File: src/sv/sh_probe_grid_trilinear_sampler_defines.svh
// Assertion macros shared by the probe grid sampler.
// Needs a clock named i_clk and an active-low reset named i_rst_n in the using scope.
`ifndef SH_PROBE_GRID_TRILINEAR_SAMPLER_DEFINES_SVH
`define SH_PROBE_GRID_TRILINEAR_SAMPLER_DEFINES_SVH

// Condition implies consequence in the same cycle.
`define SHG_ASSERT_IMP(lbl, ante, cons) \
    lbl: assert property (@(posedge i_clk) disable iff (!i_rst_n) (ante) |-> (cons)) \
        else $error("sampler assertion failed");

// Condition implies consequence in the next cycle.
`define SHG_ASSERT_NXT(lbl, ante, cons) \
    lbl: assert property (@(posedge i_clk) disable iff (!i_rst_n) (ante) |=> (cons)) \
        else $error("sampler assertion failed");

`endif

File: src/sv/shg_pkg.sv
// Package of the probe grid sampler: grid sizes, number formats, SH constants,
// controller states and the command and status structs. Depends on nothing.
package shg_pkg;

    localparam int RES_X    = 8;
    localparam int RES_Y    = 8;
    localparam int RES_Z    = 8;
    localparam int SH_TERMS = 9;
    localparam int PROBES   = RES_X * RES_Y * RES_Z;
    localparam int DEPTH    = PROBES * SH_TERMS;
    localparam int ADDR_W   = $clog2(DEPTH);
    localparam int RES_MAX  = (RES_X > RES_Y) ? ((RES_X > RES_Z) ? RES_X : RES_Z)
                                              : ((RES_Y > RES_Z) ? RES_Y : RES_Z);
    localparam int CRD_W    = (RES_MAX > 1) ? $clog2(RES_MAX) : 1;
    localparam int AXIS_RES [3] = '{RES_X, RES_Y, RES_Z};

    localparam int PN_W      = 9;
    localparam int TERM_W    = 4;
    localparam int COEF_W    = 32;
    localparam int POS_W     = 32;
    localparam int DIR_W     = 16;
    localparam int FRAC_W    = 16;
    localparam int BASIS_W   = 20;
    localparam int PROD_W    = 52;
    localparam int ACC_W     = 56;
    localparam int VAL_W     = 40;
    localparam int DIV_BITS  = 48;
    localparam int BIT_W     = 6;
    localparam int AXIS_W    = 2;
    localparam int CORNERS   = 8;
    localparam int CORNER_W  = 3;
    localparam int STEP_W    = 3;
    localparam int LERP_LAST = 6;
    localparam int CFG_IDX_W = 3;
    localparam int CFG_W     = 32;

    localparam logic OP_WRITE  = 1'b0;
    localparam logic OP_SAMPLE = 1'b1;

    localparam logic [CFG_IDX_W-1:0] CFG_ORIGIN_X = 3'd0;
    localparam logic [CFG_IDX_W-1:0] CFG_ORIGIN_Y = 3'd1;
    localparam logic [CFG_IDX_W-1:0] CFG_ORIGIN_Z = 3'd2;
    localparam logic [CFG_IDX_W-1:0] CFG_CELL_X   = 3'd3;
    localparam logic [CFG_IDX_W-1:0] CFG_CELL_Y   = 3'd4;
    localparam logic [CFG_IDX_W-1:0] CFG_CELL_Z   = 3'd5;

    // SH basis constants in Q.16.
    localparam logic signed [17:0] K_C0 = 18'sd18487;
    localparam logic signed [17:0] K_C1 = 18'sd32021;
    localparam logic signed [17:0] K_C2 = 18'sd71601;
    localparam logic signed [17:0] K_C3 = 18'sd20670;
    localparam logic signed [17:0] K_C4 = 18'sd35801;

    typedef enum logic [3:0] {
        S_CLEAR,
        S_IDLE,
        S_DIV_LOAD,
        S_DIV_RUN,
        S_DIV_STORE,
        S_CORNER,
        S_MAC,
        S_DRAIN,
        S_PUSH,
        S_LERP_MUL,
        S_LERP_ADD,
        S_OUT
    } t_state;

    typedef struct packed {
        logic                clr_we;
        logic [ADDR_W-1:0]   clr_addr;
        logic                coef_we;
        logic                sample_load;
        logic                div_load;
        logic                div_step;
        logic                div_store;
        logic [AXIS_W-1:0]   axis;
        logic                corner_load;
        logic [CORNER_W-1:0] corner;
        logic                acc_clr;
        logic                mac_issue;
        logic [TERM_W-1:0]   term;
        logic                push;
        logic                lerp_mul;
        logic                lerp_add;
        logic [STEP_W-1:0]   step;
        logic                out_load;
    } t_cmd;

    typedef struct packed {
        logic out_full;
    } t_status;

endpackage

File: src/sv/shg_ctrl.sv
// Sequencer of the probe grid sampler: clearing pass, divisions, corner MACs, blending.
// Depends on shg_pkg.
module shg_ctrl
    import shg_pkg::*;
(
    input  logic    i_clk,
    input  logic    i_rst_n,
    input  logic    i_in_valid,
    input  logic    i_opcode,
    input  t_status i_status,
    output logic    o_in_ready,
    output t_cmd    o_cmd
);

    t_state r_state, n_state;
    logic [ADDR_W-1:0]   r_cnt;
    logic [AXIS_W-1:0]   r_axis;
    logic [BIT_W-1:0]    r_bit;
    logic [CORNER_W-1:0] r_corner;
    logic [TERM_W-1:0]   r_term;
    logic                r_drain;
    logic [STEP_W-1:0]   r_step;

    always_comb begin
        n_state = r_state;
        unique case (r_state)
            S_CLEAR:     if (r_cnt == ADDR_W'(DEPTH - 1)) n_state = S_IDLE;
            S_IDLE:      if (i_in_valid && i_opcode == OP_SAMPLE) n_state = S_DIV_LOAD;
            S_DIV_LOAD:  n_state = S_DIV_RUN;
            S_DIV_RUN:   if (r_bit == BIT_W'(DIV_BITS - 1)) n_state = S_DIV_STORE;
            S_DIV_STORE: n_state = (r_axis == AXIS_W'(2)) ? S_CORNER : S_DIV_LOAD;
            S_CORNER:    n_state = S_MAC;
            S_MAC:       if (r_term == TERM_W'(SH_TERMS - 1)) n_state = S_DRAIN;
            S_DRAIN:     if (r_drain) n_state = S_PUSH;
            S_PUSH:      n_state = (r_corner == CORNER_W'(CORNERS - 1)) ? S_LERP_MUL : S_CORNER;
            S_LERP_MUL:  n_state = S_LERP_ADD;
            S_LERP_ADD:  n_state = (r_step == STEP_W'(LERP_LAST)) ? S_OUT : S_LERP_MUL;
            S_OUT:       if (!i_status.out_full) n_state = S_IDLE;
            default:     n_state = S_IDLE;
        endcase
    end

    always_comb begin
        o_cmd             = '0;
        o_cmd.clr_addr    = r_cnt;
        o_cmd.axis        = r_axis;
        o_cmd.corner      = r_corner;
        o_cmd.term        = r_term;
        o_cmd.step        = r_step;
        o_cmd.clr_we      = (r_state == S_CLEAR);
        o_in_ready        = (r_state == S_IDLE);
        o_cmd.coef_we     = (r_state == S_IDLE) && i_in_valid && (i_opcode == OP_WRITE);
        o_cmd.sample_load = (r_state == S_IDLE) && i_in_valid && (i_opcode == OP_SAMPLE);
        o_cmd.div_load    = (r_state == S_DIV_LOAD);
        o_cmd.div_step    = (r_state == S_DIV_RUN);
        o_cmd.div_store   = (r_state == S_DIV_STORE);
        o_cmd.corner_load = (r_state == S_CORNER);
        o_cmd.acc_clr     = (r_state == S_CORNER);
        o_cmd.mac_issue   = (r_state == S_MAC);
        o_cmd.push        = (r_state == S_PUSH);
        o_cmd.lerp_mul    = (r_state == S_LERP_MUL);
        o_cmd.lerp_add    = (r_state == S_LERP_ADD);
        o_cmd.out_load    = (r_state == S_OUT) && !i_status.out_full;
    end

    always_ff @(posedge i_clk) begin
        if (!i_rst_n) begin
            r_state  <= S_CLEAR;
            r_cnt    <= '0;
            r_axis   <= '0;
            r_bit    <= '0;
            r_corner <= '0;
            r_term   <= '0;
            r_drain  <= 1'b0;
            r_step   <= '0;
        end else begin
            r_state <= n_state;
            unique case (r_state)
                S_CLEAR: begin
                    r_cnt <= r_cnt + ADDR_W'(1);
                end
                S_IDLE: begin
                    r_axis   <= '0;
                    r_corner <= '0;
                    r_step   <= '0;
                end
                S_DIV_LOAD:  r_bit <= '0;
                S_DIV_RUN:   r_bit <= r_bit + BIT_W'(1);
                S_DIV_STORE: r_axis <= r_axis + AXIS_W'(1);
                S_CORNER: begin
                    r_term  <= '0;
                    r_drain <= 1'b0;
                end
                S_MAC:      r_term <= r_term + TERM_W'(1);
                S_DRAIN:    r_drain <= ~r_drain;
                S_PUSH:     r_corner <= r_corner + CORNER_W'(1);
                S_LERP_ADD: r_step <= r_step + STEP_W'(1);
                default: begin
                end
            endcase
        end
    end

endmodule

File: config.mk
export PLATFORM = sky130hd
export DESIGN_NAME = shg_ctrl
export DESIGN_NICKNAME = d
export VERILOG_FILES = /design/src/sv/sh_probe_grid_trilinear_sampler_defines.svh /design/src/sv/shg_pkg.sv /design/src/sv/shg_ctrl.sv
export SDC_FILE = /design/constraint.sdc
export NUM_CORES = 1
export LEC_CHECK = 0
export BUFFER_PORTS_ARGS = -buffer_cell sky130_fd_sc_hd__buf_4
export CAP_MARGIN = 15
export CORE_ASPECT_RATIO = 1.2
export CORE_MARGIN = 2
export CORE_UTILIZATION = 35
export CTS_CLUSTER_SIZE = 30
export DETAILED_ROUTE_END_ITERATION = 16
export PLACE_DENSITY = 0.51
export SYNTH_ARGS = -nofsm -noshare
export SYNTH_HDL_FRONTEND = slang
export SYNTH_SLANG_ARGS = --single-unit
File: constraint.sdc
create_clock -name i_clk -period 4.3 [get_ports i_clk]
set_input_delay 0.86 -clock i_clk [delete_from_list [all_inputs] [get_ports i_clk]]
set_output_delay 0.86 -clock i_clk [all_outputs]
set_load 0.1 [all_outputs]
==> results.md, run 1 <==
- Synth cell types: between 40 and 50
- Io pins: between 40 and 50
- WP data required: between 3000 and 4000 ps
- Switching share of power: 25.8%
- Worst hold margin: between 400 and 500 ps
- CTS tree: done
- Synth Area per Inst: between 8 and 9 sq um
- CTS clock-pin slew for the worst setup and hold paths: roughly 70 ps
- CP Cell Sequence: or4_4, inv_1, buf_4
- Clock tree buffer depth: 2
- Synthesized area: between 2000 and 2500 sq um
- Setup Fix Bufs, Post-CTS: 0
- Count leader, synth: dfxtp_1
- Leak: approximately 0.96 nW
- DRC viols: 0
- Startpoint types: flop
- Async set-reset flop share out of synthesis: 0%
- Crit path max-delay family: buffers and inverters
- Yosys Warn Count: 0
- First-pass GRT wire length: 8470 um
- Top cells by area, synth: dfxtp_1 (35%), nor2_1 (5.9%), ha_1 (5.5%), nand2_1 (4.4%), a21oi_1 (4.2%)
- Share of total power in combinational logic: about 9.0%
- Post-synthesis adder-cell area fraction: roughly 5.5%
- # H-tree levels: 2
- Crit path kind: flop to output port
- Cells after synthesis: 249
- Die Wd: ~74 um
- I/O Buffers: 43
- Fillers: 604
- Pwr/cell area: between 200 and 300 nW/um^2
- Int Power: 0.000495 W
- Area growth syn-to-layout: 22.4%
- Fin. Hold Viols: 0
- Synth Area in Simple Gates: 32.2%
- Cts hold-fix bufs: 0
- First-pass iteration count of the detailed router: 4
- Post-synth top area share: a little over a third
- Final setup viols: 0
- Cell accounting for the most synthesized area: dfxtp_1
- Vias/cell: about 5.3
- GRT Overall Usage: 16.8%
- CTS Sinks: 36
- Max stage delay on crit path: between 600 and 700 ps
- Top_reg_cell synth: dfxtp_1
- CTS Root Buffer Type: clkbuf_8
- Total CTS buffers: 5
- Initial antenna violation count: 0
- Die height: approximately 88 um
- Syn_nets: roughly 260
- Synthesized flop and latch total: 36
- Pin count of the biggest net entering global routing: 29
- Worst-Margin Slew: 931 ps
- Post-CTS sizing: 0
- Vias in the first global route: about 1700
- DR iter-0 viols: 74
- Rel. slew slack: 37.9%
- Post-synthesis compound-gate area fraction: roughly an eighth
- Sequential share of power: 51.5%
- Setup TNS: 0 ps
- Clock Power Share: between 30 and 40%
- Hold WC Path Type: flop to flop
- Clk_lat worst skew: between 200 and 300 ps
- Grt ovf: 0
- Worst vdd ir: 0.208 mV
- Multiplexer share of the synthesized area: under 10%
- Total wire length: about 5000 um
- Sequential-to-total area share from yosys stat: a little over a third
- P_sw: approximately 0.00017 W
- Routed Antenna Nets: 0
- Worst path slowest cell: dfxtp_1
- Final period util: between 70% and 80%
- Placed cells: 341
- Status: completed
- Number of max-cap violations: 0
- Final net count: around 300
- CP Buf/Inv Count: 2
- Post-DP HPWL: between 3000 and 4000 um
- GP Congestion: 0.792
- Ant diodes: 0
- Core area: roughly 5600 sq um
- RSZ-0062 raised after global routing: no
- Synth cell count leaders: dfxtp_1 (36), nor2_1 (32), nand2_1 (24)
- F_max: approximately 0.33 GHz
- Min cycle time layout: approximately 3000 ps
- Wire per inst: roughly 14 um
- Via count: approximately 1900
- Final non-filler cell total: 348
- Std cell rows: 30
- Largest family of logic cells by synthesized area: simple AND/OR/NAND/NOR gates
- Clock Skews: ~10 ps
- Post-synth EDFFs: 0
- Worst Path Arrival: between 2000 and 2500 ps
- Share of cells above drive strength 1: between 20% and 30%
- Area of the die: between 6000 and 7000 sq um
- Crit-path max FO: 28
- Worst setup EP type: output port
- Slew Limit Fails: 0
- Synth Area in XOR/XNOR: 6.02%
- Initial Util: around 36%
==> metrics by stage <==
step	utilization (%)	worst slack, ps	total power (W)	area [sq um]
floorplan	-	218	0.000396	2060
global placement	42.6	1630	0.000412	2400
detailed placement	42.6	1590	0.000412	2400
CTS	44.3	1280	0.000679	2490
global route	44.3	1110	0.000695	2490
finish	44.3	1280	0.000667	2490
==> cell usage in the layout (no fill, tap or decap), drive strengths merged, types with 2 or more instances in the layout <==
cell type and instances:
buf 44, nand3 6, nor2 32, and2 2, and4bb 2, nand2 24, nor2b 3, or4b 3
nand4b 2, xor2 9, inv 8, nor3 5, xnor2 5, o21ai 9, nand2b 8, nand4 9
ha 9, o41ai 3, and3 5, nor4 3, nor4b 4, mux2i 6, nor3b 2, nand3b 5
dfxtp 36, a21oi 17, o211ai 2, a22oi 2, clkbuf 7
==> layout make-up <==
cell class	instances	area, sq um	share of cell area [%]
multi-input cells	189	1230	49.5
flip-flops and latches	36	721	28.9
repair buffers	44	330	13.3
clock buffers	7	96.3	3.87
well taps	64	80.1	3.21
inverters	8	30.0	1.20
==> kinds of logic after synthesis <==
group	Yosys count
xor+xnor	14
simple gates	118
mux	7
flops	36
fa+ha+maj	9
compound gates	41
buf+inv	24
==> flip-flops by register name, summed over array words and instances, names as in the netlist <==
name / flops
r_bit: 6
r_state: 4
r_cnt: 13
r_term: 4
r_step: 3
r_corner: 3
r_drain: 1
r_axis: 2
==> path summary, 6_finish.rpt <==
path / startpoint / to / slack [ps] / cells past startpoint
worst max register to register: r_state[1]$_SDFFE_PN0P_ / r_state[3]$_SDFFE_PN0P_ / 2030 / 5
worst min-delay path: r_drain$_SDFFE_PN0P_ / r_drain$_SDFFE_PN0P_ / 470 / 2
worst min register to register: r_drain$_SDFFE_PN0P_ / r_drain$_SDFFE_PN0P_ / 470 / 2
worst max-delay path: r_state[1]$_SDFFE_PN0P_ / o_cmd[37] / 1280 / 3
==> power by group through the flow <==
stage	combinational [W]	sequential, W	clock [W]
after floorplan	0.0000166	0.000380	0
after global placement	0.0000606	0.000352	0
after detailed placement	0.0000607	0.000351	0
after CTS	0.0000608	0.000344	0.000274
after global routing	0.0000638	0.000345	0.000287
final	0.0000602	0.000344	0.000263
==> layer usage <==
layer / wire length, um / share of wire, % / track usage, % / up-vias
met4: 65 / 1.3 / 4.96 / 0
met2: 2420 / 48 / 26.8 / 34
met1: 2320 / 46 / 22.5 / 861
li1: - / - / - / 950
met3: 208 / 4.1 / 4.03 / 5
met5: 0 / 0 / 0 / -
==> worst min-delay path, stage by stage, from the launching register on <==
cell	delay, ps
dfxtp_1	320
nand2_1	60
a21oi_1	50
Power figures use the tool's default switching activity.
==> run 2: changes to the inputs <==
Settings changed: PLACE_DENSITY 0.51 to 0.53.
Clock period 4.3 ns to 2.4 ns, I/O delays scaled along.
==> run 2 against run 1 <==
- sequential power increased by 79%
- clock power increased by 130%
- sequential share of layout area down 1.3 points
- worst setup slack worse by 1200 ps
- critical endpoint unchanged
- highest routed layer unchanged
==> results.md, run 2 (synthesis results as in run 1) <==
- Vias/cell: 5.24 (-1.3%)
- Worst hold margin: 471 ps (-0.173 ps)
- Hold WC Path Type: flop to flop
- I/O Buffers: 43 (unchanged)
- Worst-Margin Slew: 513 ps (-417 ps)
- Worst path slowest cell: or4_4
- Storage cell area: 724 sq um (+0.52%)
- Setup Fix Bufs, Post-CTS: 0 (unchanged)
- Total wire length: 5000 um (-0.18%)
- Worst Path Arrival: 1840 ps (-320 ps)
- Met2 Use GR: 26.3% (-0.49 points)
- Final period util: between 90% and 100%
- Largest register by flop count: r_cnt
- DR iter-0 viols: 100 (+35%)
- Clock tree buffer depth: 2 (unchanged)
- Rel. slew slack: 65.7% (+28 points)
- Final net count: 305 (+2.3%)
- Top flop regs: r_cnt (13), r_bit (6)
- Status: completed
- Routed Antenna Nets: 0 (unchanged)
- Crit path kind: flop to output port
- Area growth syn-to-layout: 28.6%
- Clk_lat worst skew: 290 ps (about the same)
- Vias in the first global route: 1719 (-0.87%)
- Ant diodes: 0 (unchanged)
- Pin count of the biggest net entering global routing: 29 (unchanged)
- Die height: 87.6 um (unchanged)
- Slew Limit Fails: 0 (unchanged)
- Post-DP HPWL: 3660 um (+3.1%)
- DRC viols: 0 (unchanged)
- Max stage delay on crit path: 610 ps (about the same)
- Startpoint types: flop
- CTS tree: done
- CTS Sinks: 36 (unchanged)
- Final setup viols: 0 (unchanged)
- Worst setup EP type: output port
- WP data required: 1920 ps (-1520 ps)
- Grt ovf: 0 (unchanged)
- Std cell rows: 30 (unchanged)
- Global-route met1 utilization: 21.9% (-0.59 points)
- CTS clock-pin slew for the worst setup and hold paths: 70 ps (about the same)
- Via count: 1867 (+0.92%)
- Total CTS buffers: 5 (unchanged)
- RSZ-0062 raised after global routing: no
- F_max: about 0.43 GHz
- Post-CTS sizing: 0 (unchanged)
- Final non-filler cell total: 356 (+2.3%)
- Leak: 1.02 nW (+6.1%)
- Commonest cells after routing, fill and taps aside: buf_4 (51), dfxtp_1 (33), nor2_1 (29)
- Pwr/cell area: 503 nW/um^2 (+88%)
- GRT Overall Usage: 16.3% (-0.55 points)
- Die Wd: 73.6 um (unchanged)
- Share of cells above drive strength 1: 26.7% (+5.2 points)
- Wire per inst: 14.1 um (-2.4%)
- Footprint of the multi-input gates: 1280 sq um (+3.3%)
- Number of max-cap violations: 0 (unchanged)
- Initial Util: 36.2% (unchanged)
- Placed cells: 348 (+2.1%)
- Fin. Hold Viols: 0 (unchanged)
- Core area: 5630 sq um (unchanged)
- GR Util met3: 3.34% (-0.69 points)
- # H-tree levels: 2 (unchanged)
- First-pass iteration count of the detailed router: 4 (unchanged)
- Worst vdd ir: 0.252 mV (+21%)
- Most Used Layer, Global Route: met2
- Most common cell after layout, fill and taps aside: buf_4
- CP Cell Sequence: or4_4, inv_1, buf_4
- Fin area: 2620 sq um (+5.1%)
- Area after DPL: 2490 sq um (+4.1%)
- Min cycle time layout: between 2000 and 2500 ps
- Clock Skews: 2.92 ps (-6.84 ps)
- Fillers: 572 (-5.3%)
- Initial antenna violation count: 0 (unchanged)
- Crit-path max FO: 21 (-25%)
- First-pass GRT wire length: 8370 um (-1.2%)
- CTS Root Buffer Type: clkbuf_8
- Area of the die: 6450 sq um (unchanged)
- Final core occ: 46.5% (+2.3 points)
- Max reg flops: 13 (unchanged)
- GP Congestion: 0.781 (-1.4%)
- Cts hold-fix bufs: 0 (unchanged)
- Io pins: 44 (unchanged)
[run 2: cell types whose count changed in the layout (fill, tap and decap cells not counted), sizes merged]
cell	change
buf	+7
bufinv	+1
[run 2: final cells by class]
cell class / count / area share (%)
timing repair buffer: 51 / 14.6
sequential: 36 / 27.7
clock inverter: 1 / 1.15
clock buffer: 7 / 3.68
inverter: 8 / 1.15
tap: 64 / 3.06
multi-input combinational: 189 / 48.7
[run 2: critical path: cells and delay by family (launching register included)]
kind | cells | cell delay [ps]
buffers and inverters | 2 | 500
DFF | 1 | 450
and+or+nand+nor | 1 | 610
[run 2: path summary, 6_finish.rpt]
path / start / to / slack (ps) / depth (start not counted)
setup / recovery: r_state[2]$_SDFFE_PN0P_ / o_cmd[37] / 80 / 3
hold / removal: r_axis[0]$_SDFFE_PN0P_ / r_axis[0]$_SDFFE_PN0P_ / 470 / 2
setup reg to reg: r_state[2]$_SDFFE_PN0P_ / r_cnt[12]$_SDFFE_PN0P_ / 400 / 6
hold reg to reg: r_axis[0]$_SDFFE_PN0P_ / r_axis[0]$_SDFFE_PN0P_ / 470 / 2
[run 2: routing by layer]
metal	share of wire, %	vias to the layer above	wire length [um]
met5	0	-	0
met4	1.1	0	55
met3	3.5	6	177
met2	46	31	2320
met1	49	870	2450
li1	-	960	-
[run 2: report_power, final]
group          leakage (nW)  total [W]  switching, W  internal (W)
Clock                0.0645   0.000593      0.000226      0.000367
Sequential            0.292   0.000616     0.0000111      0.000605
Combinational         0.665   0.000108     0.0000820     0.0000261
Total                  1.02    0.00132      0.000319      0.000998
[run 2: per-stage QoR]
step / power (W) / setup WS [ps] / TNS, ps
after floorplan: 0.000711 / -594 / -4740
after global placement: 0.000739 / 399 / 0
after detailed placement: 0.000739 / 395 / 0
after CTS: 0.00133 / 77.7 / 0
after global routing: 0.00137 / 8.84 / 0
final: 0.00132 / 77.3 / 0
